==> src/sv/plist_pkg.sv <==
// Shared request codes, status codes and result type for the positional list engine.
`timescale 1ns / 1ps

package plist_pkg;

    localparam int REQ_W  = 3;
    localparam int POS_W  = 9;
    localparam int DATA_W = 32;
    localparam int LEN_W  = 9;
    localparam int ST_W   = 2;

    localparam logic [REQ_W-1:0] REQ_CLEAR  = 3'd0;
    localparam logic [REQ_W-1:0] REQ_INSERT = 3'd1;
    localparam logic [REQ_W-1:0] REQ_DELETE = 3'd2;
    localparam logic [REQ_W-1:0] REQ_READ   = 3'd3;
    localparam logic [REQ_W-1:0] REQ_FIND   = 3'd4;

    localparam logic [ST_W-1:0] ST_OK       = 2'd0;
    localparam logic [ST_W-1:0] ST_BADPOS   = 2'd1;
    localparam logic [ST_W-1:0] ST_FULL     = 2'd2;
    localparam logic [ST_W-1:0] ST_NOTFOUND = 2'd3;

    typedef struct packed {
        logic [ST_W-1:0]          status;
        logic signed [DATA_W-1:0] data_out;
        logic [POS_W-1:0]         found_position;
        logic [LEN_W-1:0]         length;
    } res_t;

endpackage

==> src/sv/plist_seq.sv <==
// Request sequencer: checks positions, walks the store to shift or search, keeps the count.
`timescale 1ns / 1ps

module plist_seq #(
    parameter int CAPACITY   = 256,
    parameter int ELEM_WIDTH = 32,
    parameter int ADDR_W     = 8
) (
    input  logic                                aclk,
    input  logic                                aresetn,
    input  logic                                in_valid,
    output logic                                in_ready,
    input  logic [plist_pkg::REQ_W-1:0]         in_req_type,
    input  logic [plist_pkg::POS_W-1:0]         in_position,
    input  logic signed [plist_pkg::DATA_W-1:0] in_value,
    output logic                                mem_re,
    output logic [ADDR_W-1:0]                   mem_raddr,
    input  logic [ELEM_WIDTH-1:0]               mem_rdata,
    output logic                                mem_we,
    output logic [ADDR_W-1:0]                   mem_waddr,
    output logic [ELEM_WIDTH-1:0]               mem_wdata,
    output logic                                res_valid,
    input  logic                                res_ready,
    output plist_pkg::res_t                     res
);

    localparam int CW = $clog2(CAPACITY + 1);
    localparam int XW = ((CW > plist_pkg::POS_W) ? CW : plist_pkg::POS_W) + 1;

    typedef enum logic [4:0] {
        S_IDLE  = 5'b00001,
        S_SHIFT = 5'b00010,
        S_READ  = 5'b00100,
        S_FIND  = 5'b01000,
        S_DONE  = 5'b10000
    } state_t;

    state_t                          state_reg, state_next;
    logic [CW-1:0]                   count_reg, count_next;
    logic [CW-1:0]                   left_reg, left_next;
    logic [ADDR_W-1:0]               rd_addr_reg, rd_addr_next;
    logic                            pend_reg, pend_next;
    logic [ADDR_W-1:0]               pend_addr_reg, pend_addr_next;
    logic [plist_pkg::REQ_W-1:0]     req_reg, req_next;
    logic [ELEM_WIDTH-1:0]           val_reg, val_next;
    logic [ADDR_W-1:0]               pos_idx_reg, pos_idx_next;
    logic [plist_pkg::ST_W-1:0]      status_reg, status_next;
    logic [plist_pkg::DATA_W-1:0]    data_reg, data_next;
    logic [plist_pkg::POS_W-1:0]     found_reg, found_next;

    logic [XW-1:0]     p_ext;
    logic [XW-1:0]     c_ext;
    logic [63:0]       v64;
    logic [63:0]       rd64;
    logic [ADDR_W:0]   pend_pos;

    assign p_ext    = XW'(in_position);
    assign c_ext    = XW'(count_reg);
    assign v64      = 64'($signed(in_value));
    assign rd64     = 64'($signed(mem_rdata));
    assign pend_pos = {1'b0, pend_addr_reg} + (ADDR_W + 1)'(1);

    assign in_ready  = (state_reg == S_IDLE);
    assign res_valid = (state_reg == S_DONE);

    assign res.status         = status_reg;
    assign res.data_out       = data_reg;
    assign res.found_position = found_reg;
    assign res.length         = plist_pkg::LEN_W'(count_reg);

    always_comb begin
        state_next     = state_reg;
        count_next     = count_reg;
        left_next      = left_reg;
        rd_addr_next   = rd_addr_reg;
        pend_next      = 1'b0;
        pend_addr_next = pend_addr_reg;
        req_next       = req_reg;
        val_next       = val_reg;
        pos_idx_next   = pos_idx_reg;
        status_next    = status_reg;
        data_next      = data_reg;
        found_next     = found_reg;
        mem_re         = 1'b0;
        mem_raddr      = rd_addr_reg;
        mem_we         = 1'b0;
        mem_waddr      = pend_addr_reg;
        mem_wdata      = mem_rdata;

        case (state_reg)
            S_IDLE: begin
                if (in_valid) begin
                    req_next     = in_req_type;
                    val_next     = v64[ELEM_WIDTH-1:0];
                    pos_idx_next = ADDR_W'(p_ext - XW'(1));
                    status_next  = plist_pkg::ST_OK;
                    data_next    = '0;
                    found_next   = '0;
                    state_next   = S_DONE;
                    case (in_req_type)
                        plist_pkg::REQ_CLEAR: begin
                            count_next = '0;
                        end
                        plist_pkg::REQ_INSERT: begin
                            if (p_ext == '0 || p_ext > c_ext + XW'(1)) begin
                                status_next = plist_pkg::ST_BADPOS;
                            end else if (c_ext >= XW'(CAPACITY)) begin
                                status_next = plist_pkg::ST_FULL;
                            end else begin
                                // Walk down from the last entry, moving each one up.
                                left_next    = CW'(c_ext - p_ext + XW'(1));
                                rd_addr_next = ADDR_W'(c_ext - XW'(1));
                                state_next   = S_SHIFT;
                            end
                        end
                        plist_pkg::REQ_DELETE: begin
                            if (p_ext == '0 || p_ext > c_ext) begin
                                status_next = plist_pkg::ST_BADPOS;
                            end else begin
                                left_next    = CW'(c_ext - p_ext);
                                rd_addr_next = ADDR_W'(p_ext);
                                state_next   = S_SHIFT;
                            end
                        end
                        plist_pkg::REQ_READ: begin
                            if (p_ext == '0 || p_ext > c_ext) begin
                                status_next = plist_pkg::ST_BADPOS;
                            end else begin
                                mem_re     = 1'b1;
                                mem_raddr  = ADDR_W'(p_ext - XW'(1));
                                state_next = S_READ;
                            end
                        end
                        plist_pkg::REQ_FIND: begin
                            if (count_reg == '0) begin
                                status_next = plist_pkg::ST_NOTFOUND;
                            end else begin
                                left_next    = count_reg;
                                rd_addr_next = '0;
                                state_next   = S_FIND;
                            end
                        end
                        default: begin
                        end
                    endcase
                end
            end
            S_SHIFT: begin
                // Each word is written back in the cycle after its read.
                if (left_reg != '0) begin
                    mem_re         = 1'b1;
                    pend_next      = 1'b1;
                    pend_addr_next = rd_addr_reg;
                    left_next      = left_reg - CW'(1);
                    rd_addr_next   = (req_reg == plist_pkg::REQ_INSERT) ?
                                     rd_addr_reg - ADDR_W'(1) : rd_addr_reg + ADDR_W'(1);
                end
                if (pend_reg) begin
                    mem_we    = 1'b1;
                    mem_waddr = (req_reg == plist_pkg::REQ_INSERT) ?
                                pend_addr_reg + ADDR_W'(1) : pend_addr_reg - ADDR_W'(1);
                end else if (left_reg == '0) begin
                    if (req_reg == plist_pkg::REQ_INSERT) begin
                        mem_we     = 1'b1;
                        mem_waddr  = pos_idx_reg;
                        mem_wdata  = val_reg;
                        count_next = count_reg + CW'(1);
                    end else begin
                        count_next = count_reg - CW'(1);
                    end
                    state_next = S_DONE;
                end
            end
            S_READ: begin
                data_next  = rd64[plist_pkg::DATA_W-1:0];
                state_next = S_DONE;
            end
            S_FIND: begin
                if (pend_reg && mem_rdata == val_reg) begin
                    found_next  = plist_pkg::POS_W'(pend_pos);
                    status_next = plist_pkg::ST_OK;
                    state_next  = S_DONE;
                end else if (left_reg == '0 && !pend_reg) begin
                    status_next = plist_pkg::ST_NOTFOUND;
                    state_next  = S_DONE;
                end else if (left_reg != '0) begin
                    mem_re         = 1'b1;
                    pend_next      = 1'b1;
                    pend_addr_next = rd_addr_reg;
                    left_next      = left_reg - CW'(1);
                    rd_addr_next   = rd_addr_reg + ADDR_W'(1);
                end
            end
            S_DONE: begin
                if (res_ready) begin
                    state_next = S_IDLE;
                end
            end
            default: begin
                state_next = S_IDLE;
            end
        endcase
    end

    always_ff @(posedge aclk) begin
        if (!aresetn) begin
            state_reg <= S_IDLE;
            count_reg <= '0;
            pend_reg  <= 1'b0;
            left_reg  <= '0;
        end else begin
            state_reg <= state_next;
            count_reg <= count_next;
            pend_reg  <= pend_next;
            left_reg  <= left_next;
        end
    end

    always_ff @(posedge aclk) begin
        rd_addr_reg   <= rd_addr_next;
        pend_addr_reg <= pend_addr_next;
        req_reg       <= req_next;
        val_reg       <= val_next;
        pos_idx_reg   <= pos_idx_next;
        status_reg    <= status_next;
        data_reg      <= data_next;
        found_reg     <= found_next;
    end

`ifndef SYNTHESIS
    a_count_bound: assert property (@(posedge aclk) disable iff (!aresetn)
        XW'(count_reg) <= XW'(CAPACITY))
        else $error("element count exceeds capacity");

    a_write_in_shift: assert property (@(posedge aclk) disable iff (!aresetn)
        mem_we |-> state_reg == S_SHIFT)
        else $error("store written outside a shift");

    a_accept_leaves_idle: assert property (@(posedge aclk) disable iff (!aresetn)
        in_valid && in_ready |=> state_reg != S_IDLE)
        else $error("accepted item did not start");

    a_find_keeps_count: assert property (@(posedge aclk) disable iff (!aresetn)
        state_reg == S_FIND |=> count_reg == $past(count_reg))
        else $error("count changed during a search");

    a_read_needs_rowdata: assert property (@(posedge aclk) disable iff (!aresetn)
        state_reg == S_READ |-> $past(mem_re))
        else $error("read result without a store read");
`endif

endmodule

==> config.mk <==
export PLATFORM = sky130hd
export DESIGN_NAME = plist_seq
export DESIGN_NICKNAME = d
export VERILOG_FILES = /design/src/sv/plist_pkg.sv /design/src/sv/plist_seq.sv
export SDC_FILE = /design/constraint.sdc
export NUM_CORES = 1
export LEC_CHECK = 0
export ABC_AREA = 1
export ABC_CLOCK_PERIOD_IN_PS = 3200
export BUFFER_PORTS_ARGS = -buffer_cell sky130_fd_sc_hd__buf_2
export CAP_MARGIN = 20
export CORE_UTILIZATION = 50
export DETAILED_ROUTE_END_ITERATION = 12
export PLACE_DENSITY = 0.74
export SYNTH_ARGS = -nofsm -noshare
export SYNTH_HDL_FRONTEND = slang
export SYNTH_SLANG_ARGS = --single-unit
==> constraint.sdc <==
create_clock -name aclk -period 3.2 [get_ports aclk]
set_input_delay 0.16 -clock aclk [delete_from_list [all_inputs] [get_ports aclk]]
set_output_delay 0.16 -clock aclk [all_outputs]
set_load 0.02 [all_outputs]
# Word level (Yosys, flattened, before mapping)

Index checks and enable logic that the tools add are counted.

Output and inout bits: 104
Logic and storage cells: 164
Bits in registers: 126
Input port bits: 80

Add/subtract/negate cells: 13
Eq/ne operators: 27
Reductions and logical operators: 25
Magnitude comparators: 3
Muxes and demuxes: 84

Operators by type and width:

| kind                   | number |
|---|---|
| $mux W8                | 22 |
| $mux W32               | 5 |
| $mux W9                | 15 |
| $pmux W32 S2           | 1 |
| $mux W5                | 11 |
| $pmux W9 S3            | 2 |
| $pmux W8 S3            | 2 |
| $pmux W9 S2            | 2 |
| $eq A32 B32 Y1         | 1 |
| $sub A8 B1 Y8 const B  | 4 |
| $pmux W5 S5            | 1 |
| $pmux W5 S4            | 1 |
| $add A9 B1 Y9 const B  | 2 |
| $logic_not A9 Y1       | 2 |
| $sub A9 B1 Y9 const B  | 2 |
| $add A8 B1 Y8 const B  | 2 |
| $ne A2 B2 Y1 const B   | 8 |
| $pmux W8 S2            | 1 |
| $ne A3 B3 Y1 const B   | 5 |
| $mux W2                | 6 |
| $mux W1                | 11 |
| $reduce_and A11 Y1     | 1 |
| $add A9 B1 Y10 const B | 1 |
| $gt A9 B10 Y1          | 1 |
| other kinds (31)       | 43 |

# Longest topological paths before layout

Depth after elaboration: 7
Depth in mapped cells: 24
Gate-level depth less buffers: 23

# Worst setup path before layout

OpenSTA, ideal clock, no wires.

Path type: flip-flop to flip-flop
Start: register count_reg[1]
End: register rd_addr_reg[0], enable pin
Library setup time: 0.379 ns
Cell stages (with the launch flop): 19
Data arrival time: 2.740 ns
Buffers on the path: 0
Path slack: 0.081 ns
Cell sequence: dfxtp_1 -> inv_2 -> nor3_4 -> nand3_1 -> xor2_1 -> ha_1 -> nand2_1 -> nor2_1 -> nand2_1 -> nand3_1 -> nand2_1 -> nand2_1 -> nand2_1 -> nand2_1 -> nand2_1 -> nand2_1 -> nand2_1 -> nand2_2 -> a21oi_1

Longest elaborated chain between the ends: 5
Elaborated cells between the ends (all ways): 12
Those cells by class: 1 x add/sub; 3 x order compare; 4 x eq/ne; 4 x reduce/logical

Ends and longest elaborated chain:

| item                             | RTL line         | text |
|---|---|---|
| start: declaration               | plist_seq.sv:39  | `logic [CW-1:0] count_reg, count_next;` |
| start signal: assignment         | plist_seq.sv:213 | `count_reg <= count_next;` |
| $add A9 B1 Y10                   | plist_seq.sv:105 | `if (p_ext == '0 \|\| p_ext > c_ext + XW'(1)) begin` |
| $gt A9 B10 Y1                    | plist_seq.sv:105 |  |
| $logic_or A1 B1 Y1               | plist_seq.sv:105 |  |
| $ne A3 B3 Y1 (no line)           | --               |  |
| $reduce_and A11 Y1 (no line) (*) | --               |  |
| end signal: assignment           | plist_seq.sv:220 | `rd_addr_reg <= rd_addr_next;` |
| end: declaration                 | plist_seq.sv:41  | `logic [ADDR_W-1:0] rd_addr_reg, rd_addr_next;` |

Every way passes the cells marked *; elsewhere a longest branch is shown, timed or not.
A chain may end at the register's enable or synchronous reset.

# Final worst setup path

Start: register req_reg[2] (netlist bit)
End: output mem_waddr[7]

Longest elaborated chain between the ends: 5
Elaborated cells between the ends (all ways): 6
Those cells by class: 1 x eq/ne; 5 x mux

Ends and longest elaborated chain:

| item                     | RTL line                           | text |
|---|---|---|
| start: declaration       | plist_seq.sv:44                    | `logic [plist_pkg::REQ_W-1:0] req_reg, req_next;` |
| start signal: assignment | plist_seq.sv:222                   | `req_reg <= req_next;` |
| $eq A3 B1 Y1 (*)         | plist_seq.sv:160, plist_seq.sv:163 |  |
| $mux W8                  | plist_seq.sv:163                   | `if (req_reg == plist_pkg::REQ_INSERT) begin` |
| $mux W8                  | plist_seq.sv:162                   | `end else if (left_reg == '0) begin` |
| $mux W8 (*)              | plist_seq.sv:158                   | `if (pend_reg) begin` |
| $mux W8 (*)              | plist_seq.sv:90                    | `case (state_reg)` |
| end: declaration         | plist_seq.sv:20                    | `output logic [ADDR_W-1:0] mem_waddr,` |

Marks and branches as above.

==> results.yml <==
outcome:
  outcome: "finished, final reports clean"
floorplanning:
  fp.dieH_um: 132
  start_util_pct: 51.2
  ios: 184
  die_area_mm2: 0.0174
  coreArea_mm2: 0.0165
  dieWidth_um: 132
  rows: 47
cells_and_area:
  area.growth.synth_to_final_pct: 26.7
  diodes: 0
  nNetsFinal: 1446
  drive_above_1_share_pct: 20.1
  nFillCells: 1396
power_and_ir_drop:
  ir_drop_mv: 0.379
  p_leak_nw: 5.13
  powerDensity_mw_per_mm2: 472
timing:
  period_needed_ps: 3050
  slew_headroom_pct: 55.4
  slew_viol_final: 0
  worst_slew_pin_slew_ps: 663
  finalCritPeriodShare_pct: 95.2
  hold_viol_final: 0
  setup_viol: 0
  fin_setup_tns_ps: 0
  fmax_mhz: 328
  fin_skew_ps: 8.06
  fin_ws_ps: 155
  rsz0062_at_grt: "no"
critical_path:
  cp_data_arrival_time_ps: 2890
  end_kind: "output port"
  worst-path-max-fanout: 13
  start_kind: "flip-flop"
  required_ps: 3040
  cpMaxStageDelayCell: "edfxtp_1"
  setup.worst_path.class: "flip-flop to output port"
  slowest_delay_ps: 410
  crit_chain: "nor3_4, inv_2, buf_4, ha_1, inv_1, o21bai_1, nand2_1, nand2_1, a21oi_1, or2_2, nand3_1, nand3_1, buf_2"
logic_synthesis:
  yosysUniqueCellTypes: 48
  seq_area_frac_synth_pct: 41.9
  synth_ff_type: "edfxtp_1"
  yosysWarningCount: 0
  synthesis.area_mm2: 0.00845
  syn-num-nets: 1210
  synth_cells: 1087
  async_flop_share_pct: 0
  synth-edff-count: 102
  synth_seq_cells: 126
  synth_area_per_cell_um2: 7.78
hold_path:
  min_path_type: "input port to flip-flop"
grt:
  grt_max_degree: 46
  grt_pass1_vias: 7847
  overflow: 0
  grt_pass1_wl_um: 39000
  track_usage_pct: 28.6
  antenna_found_initial: 0
route:
  drtPass1Iterations: 6
  wire_per_inst_um: 15.8
  drt_iter0_markers: 823
  drt_wl_total_um: 24600
  ant_nets: 0
  vias_per_cell: 5.32
  vias: 8278
  drc_errors: 0
clocking:
  cts_buffers: 17
  clk_latency_ps: 420
  numClockSinks: 126
  htree_levels: 4
  cts_tree: "yes"
  path_clk_slew_ps: 60
  root_buffer: "clkbuf_16"
  cts_buffer_depth: 2
job:
  drv_cap: 0
placement:
  place_hpwl_um: 18200
  place_ws_ps: 247
  numPortBuffers: 183
  gp_congestion: 0.941
per-layer routing:
layer	vias to the layer above	global-route usage (%)	routed length [um]
li1	4064	-	-
met4	0	11.9	844
met3	64	4.54	1660
met2	354	49.1	11900
met1	3796	35.7	10200
met5	-	0	0
worst paths after layout:
kind	startpoint	to	slack [ps]	cells past startpoint
hold reg to reg	left_reg[0]	left_reg[0]	480	2
hold / removal	res_ready	state_reg[4]	20	4
setup reg to reg	count_reg[1]	rd_addr_reg[2]	330	19
setup / recovery	req_reg[2]	mem_waddr[7]	150	13
final cells by class:
| class | instances | area (um^2) | share of cell area, % |
|---|---|---|---|
| clock buffer | 17 | 425 | 3.97 |
| sequential | 126 | 3550 | 33.1 |
| inverter | 169 | 638 | 5.96 |
| tap | 220 | 275 | 2.57 |
| clock inverter | 15 | 209 | 1.95 |
| timing repair inverter | 1 | 7.51 | 0.0701 |
| timing repair buffer | 239 | 1420 | 13.3 |
| multi-input combinational | 769 | 4190 | 39.1 |
layout by cell type, fill, tap and decap left out, drive strengths merged, types with 17 or more instances in the layout:
cell type	instances
xor2	41
nor2	126
buf	204
clkbuf	17
edfxtp	102
dlygate4sd3	35
dfxtp	24
ha	40
nand2	262
o21ai	78
a21oi	57
nand3	65
inv	170
nor3	19
cell families after synthesis:
kind of cell             count (synthesis)  synth area share, %
AND/OR/NAND/NOR                        501                 25.6
buffers and inverters                  192                 8.93
AO/OA/AOI/OAI                          175                 11.7
flip-flops                             126                 41.9
XOR/XNOR                                50                 5.18
adder cells (fa/ha/maj)                 43                 6.63
power breakdown:
group	switching, mW	internal (mW)
sequential	0.0664	1.96
clock	0.765	1.32
combinational	0.634	0.318
critical path, delay by kind of cell (launching register included):
family | cells | cell delay, ps
adder cells (fa/ha/maj) | 1 | 350
buffers and inverters | 4 | 590
flip-flops | 1 | 410
AO/OA/AOI/OAI | 2 | 250
AND/OR/NAND/NOR | 6 | 860
metrics by stage:
step	utilization (%)	cell area, um^2	hold WS (ps)	power, mW	std cells
5_1_grt	64.8	10700	24.1	5.24	1556
4_1_cts	64.6	10700	8.00	5.05	1555
3_3_place_gp	58.6	9680	338	2.93	1488
6_report	64.8	10700	22.9	5.06	1556
3_5_place_dp	58.6	9680	338	2.95	1488
2_1_floorplan	-	8450	259	2.63	1087
what timing repair did:
action | 4_1_cts | 5_1_grt
hold buffers | 35 | 0
cloned | 0 | 1
endpoints found under the hold margin | 35 | 0
endpoints found under the setup margin | 1 | 25
resized for setup | 1 | 8
pin swaps | 0 | 1
setup buffers | 0 | 0
synthesized netlist by cell type (all sizes together), types with 4 or more instances:
| cell type | number | area (um^2) |
|---|---|---|
| nand2 | 262 | 1030 |
| inv | 166 | 623 |
| nor2 | 126 | 493 |
| edfxtp | 102 | 3060 |
| o21ai | 78 | 390 |
| nand3 | 65 | 340 |
| a21oi | 57 | 300 |
| xor2 | 41 | 359 |
| ha | 40 | 500 |
| dfxtp | 24 | 480 |
| nor3 | 19 | 118 |
| nand4 | 16 | 100 |
| clkbuf | 12 | 56.3 |
| buf | 11 | 63.8 |
| o22ai | 9 | 56.3 |
| xnor2 | 9 | 78.8 |
| o211ai | 7 | 52.6 |
| o221ai | 6 | 52.6 |
| or2 | 6 | 37.5 |
| o21bai | 4 | 30.0 |
No activity file was read; power rests on OpenSTA's default activity.
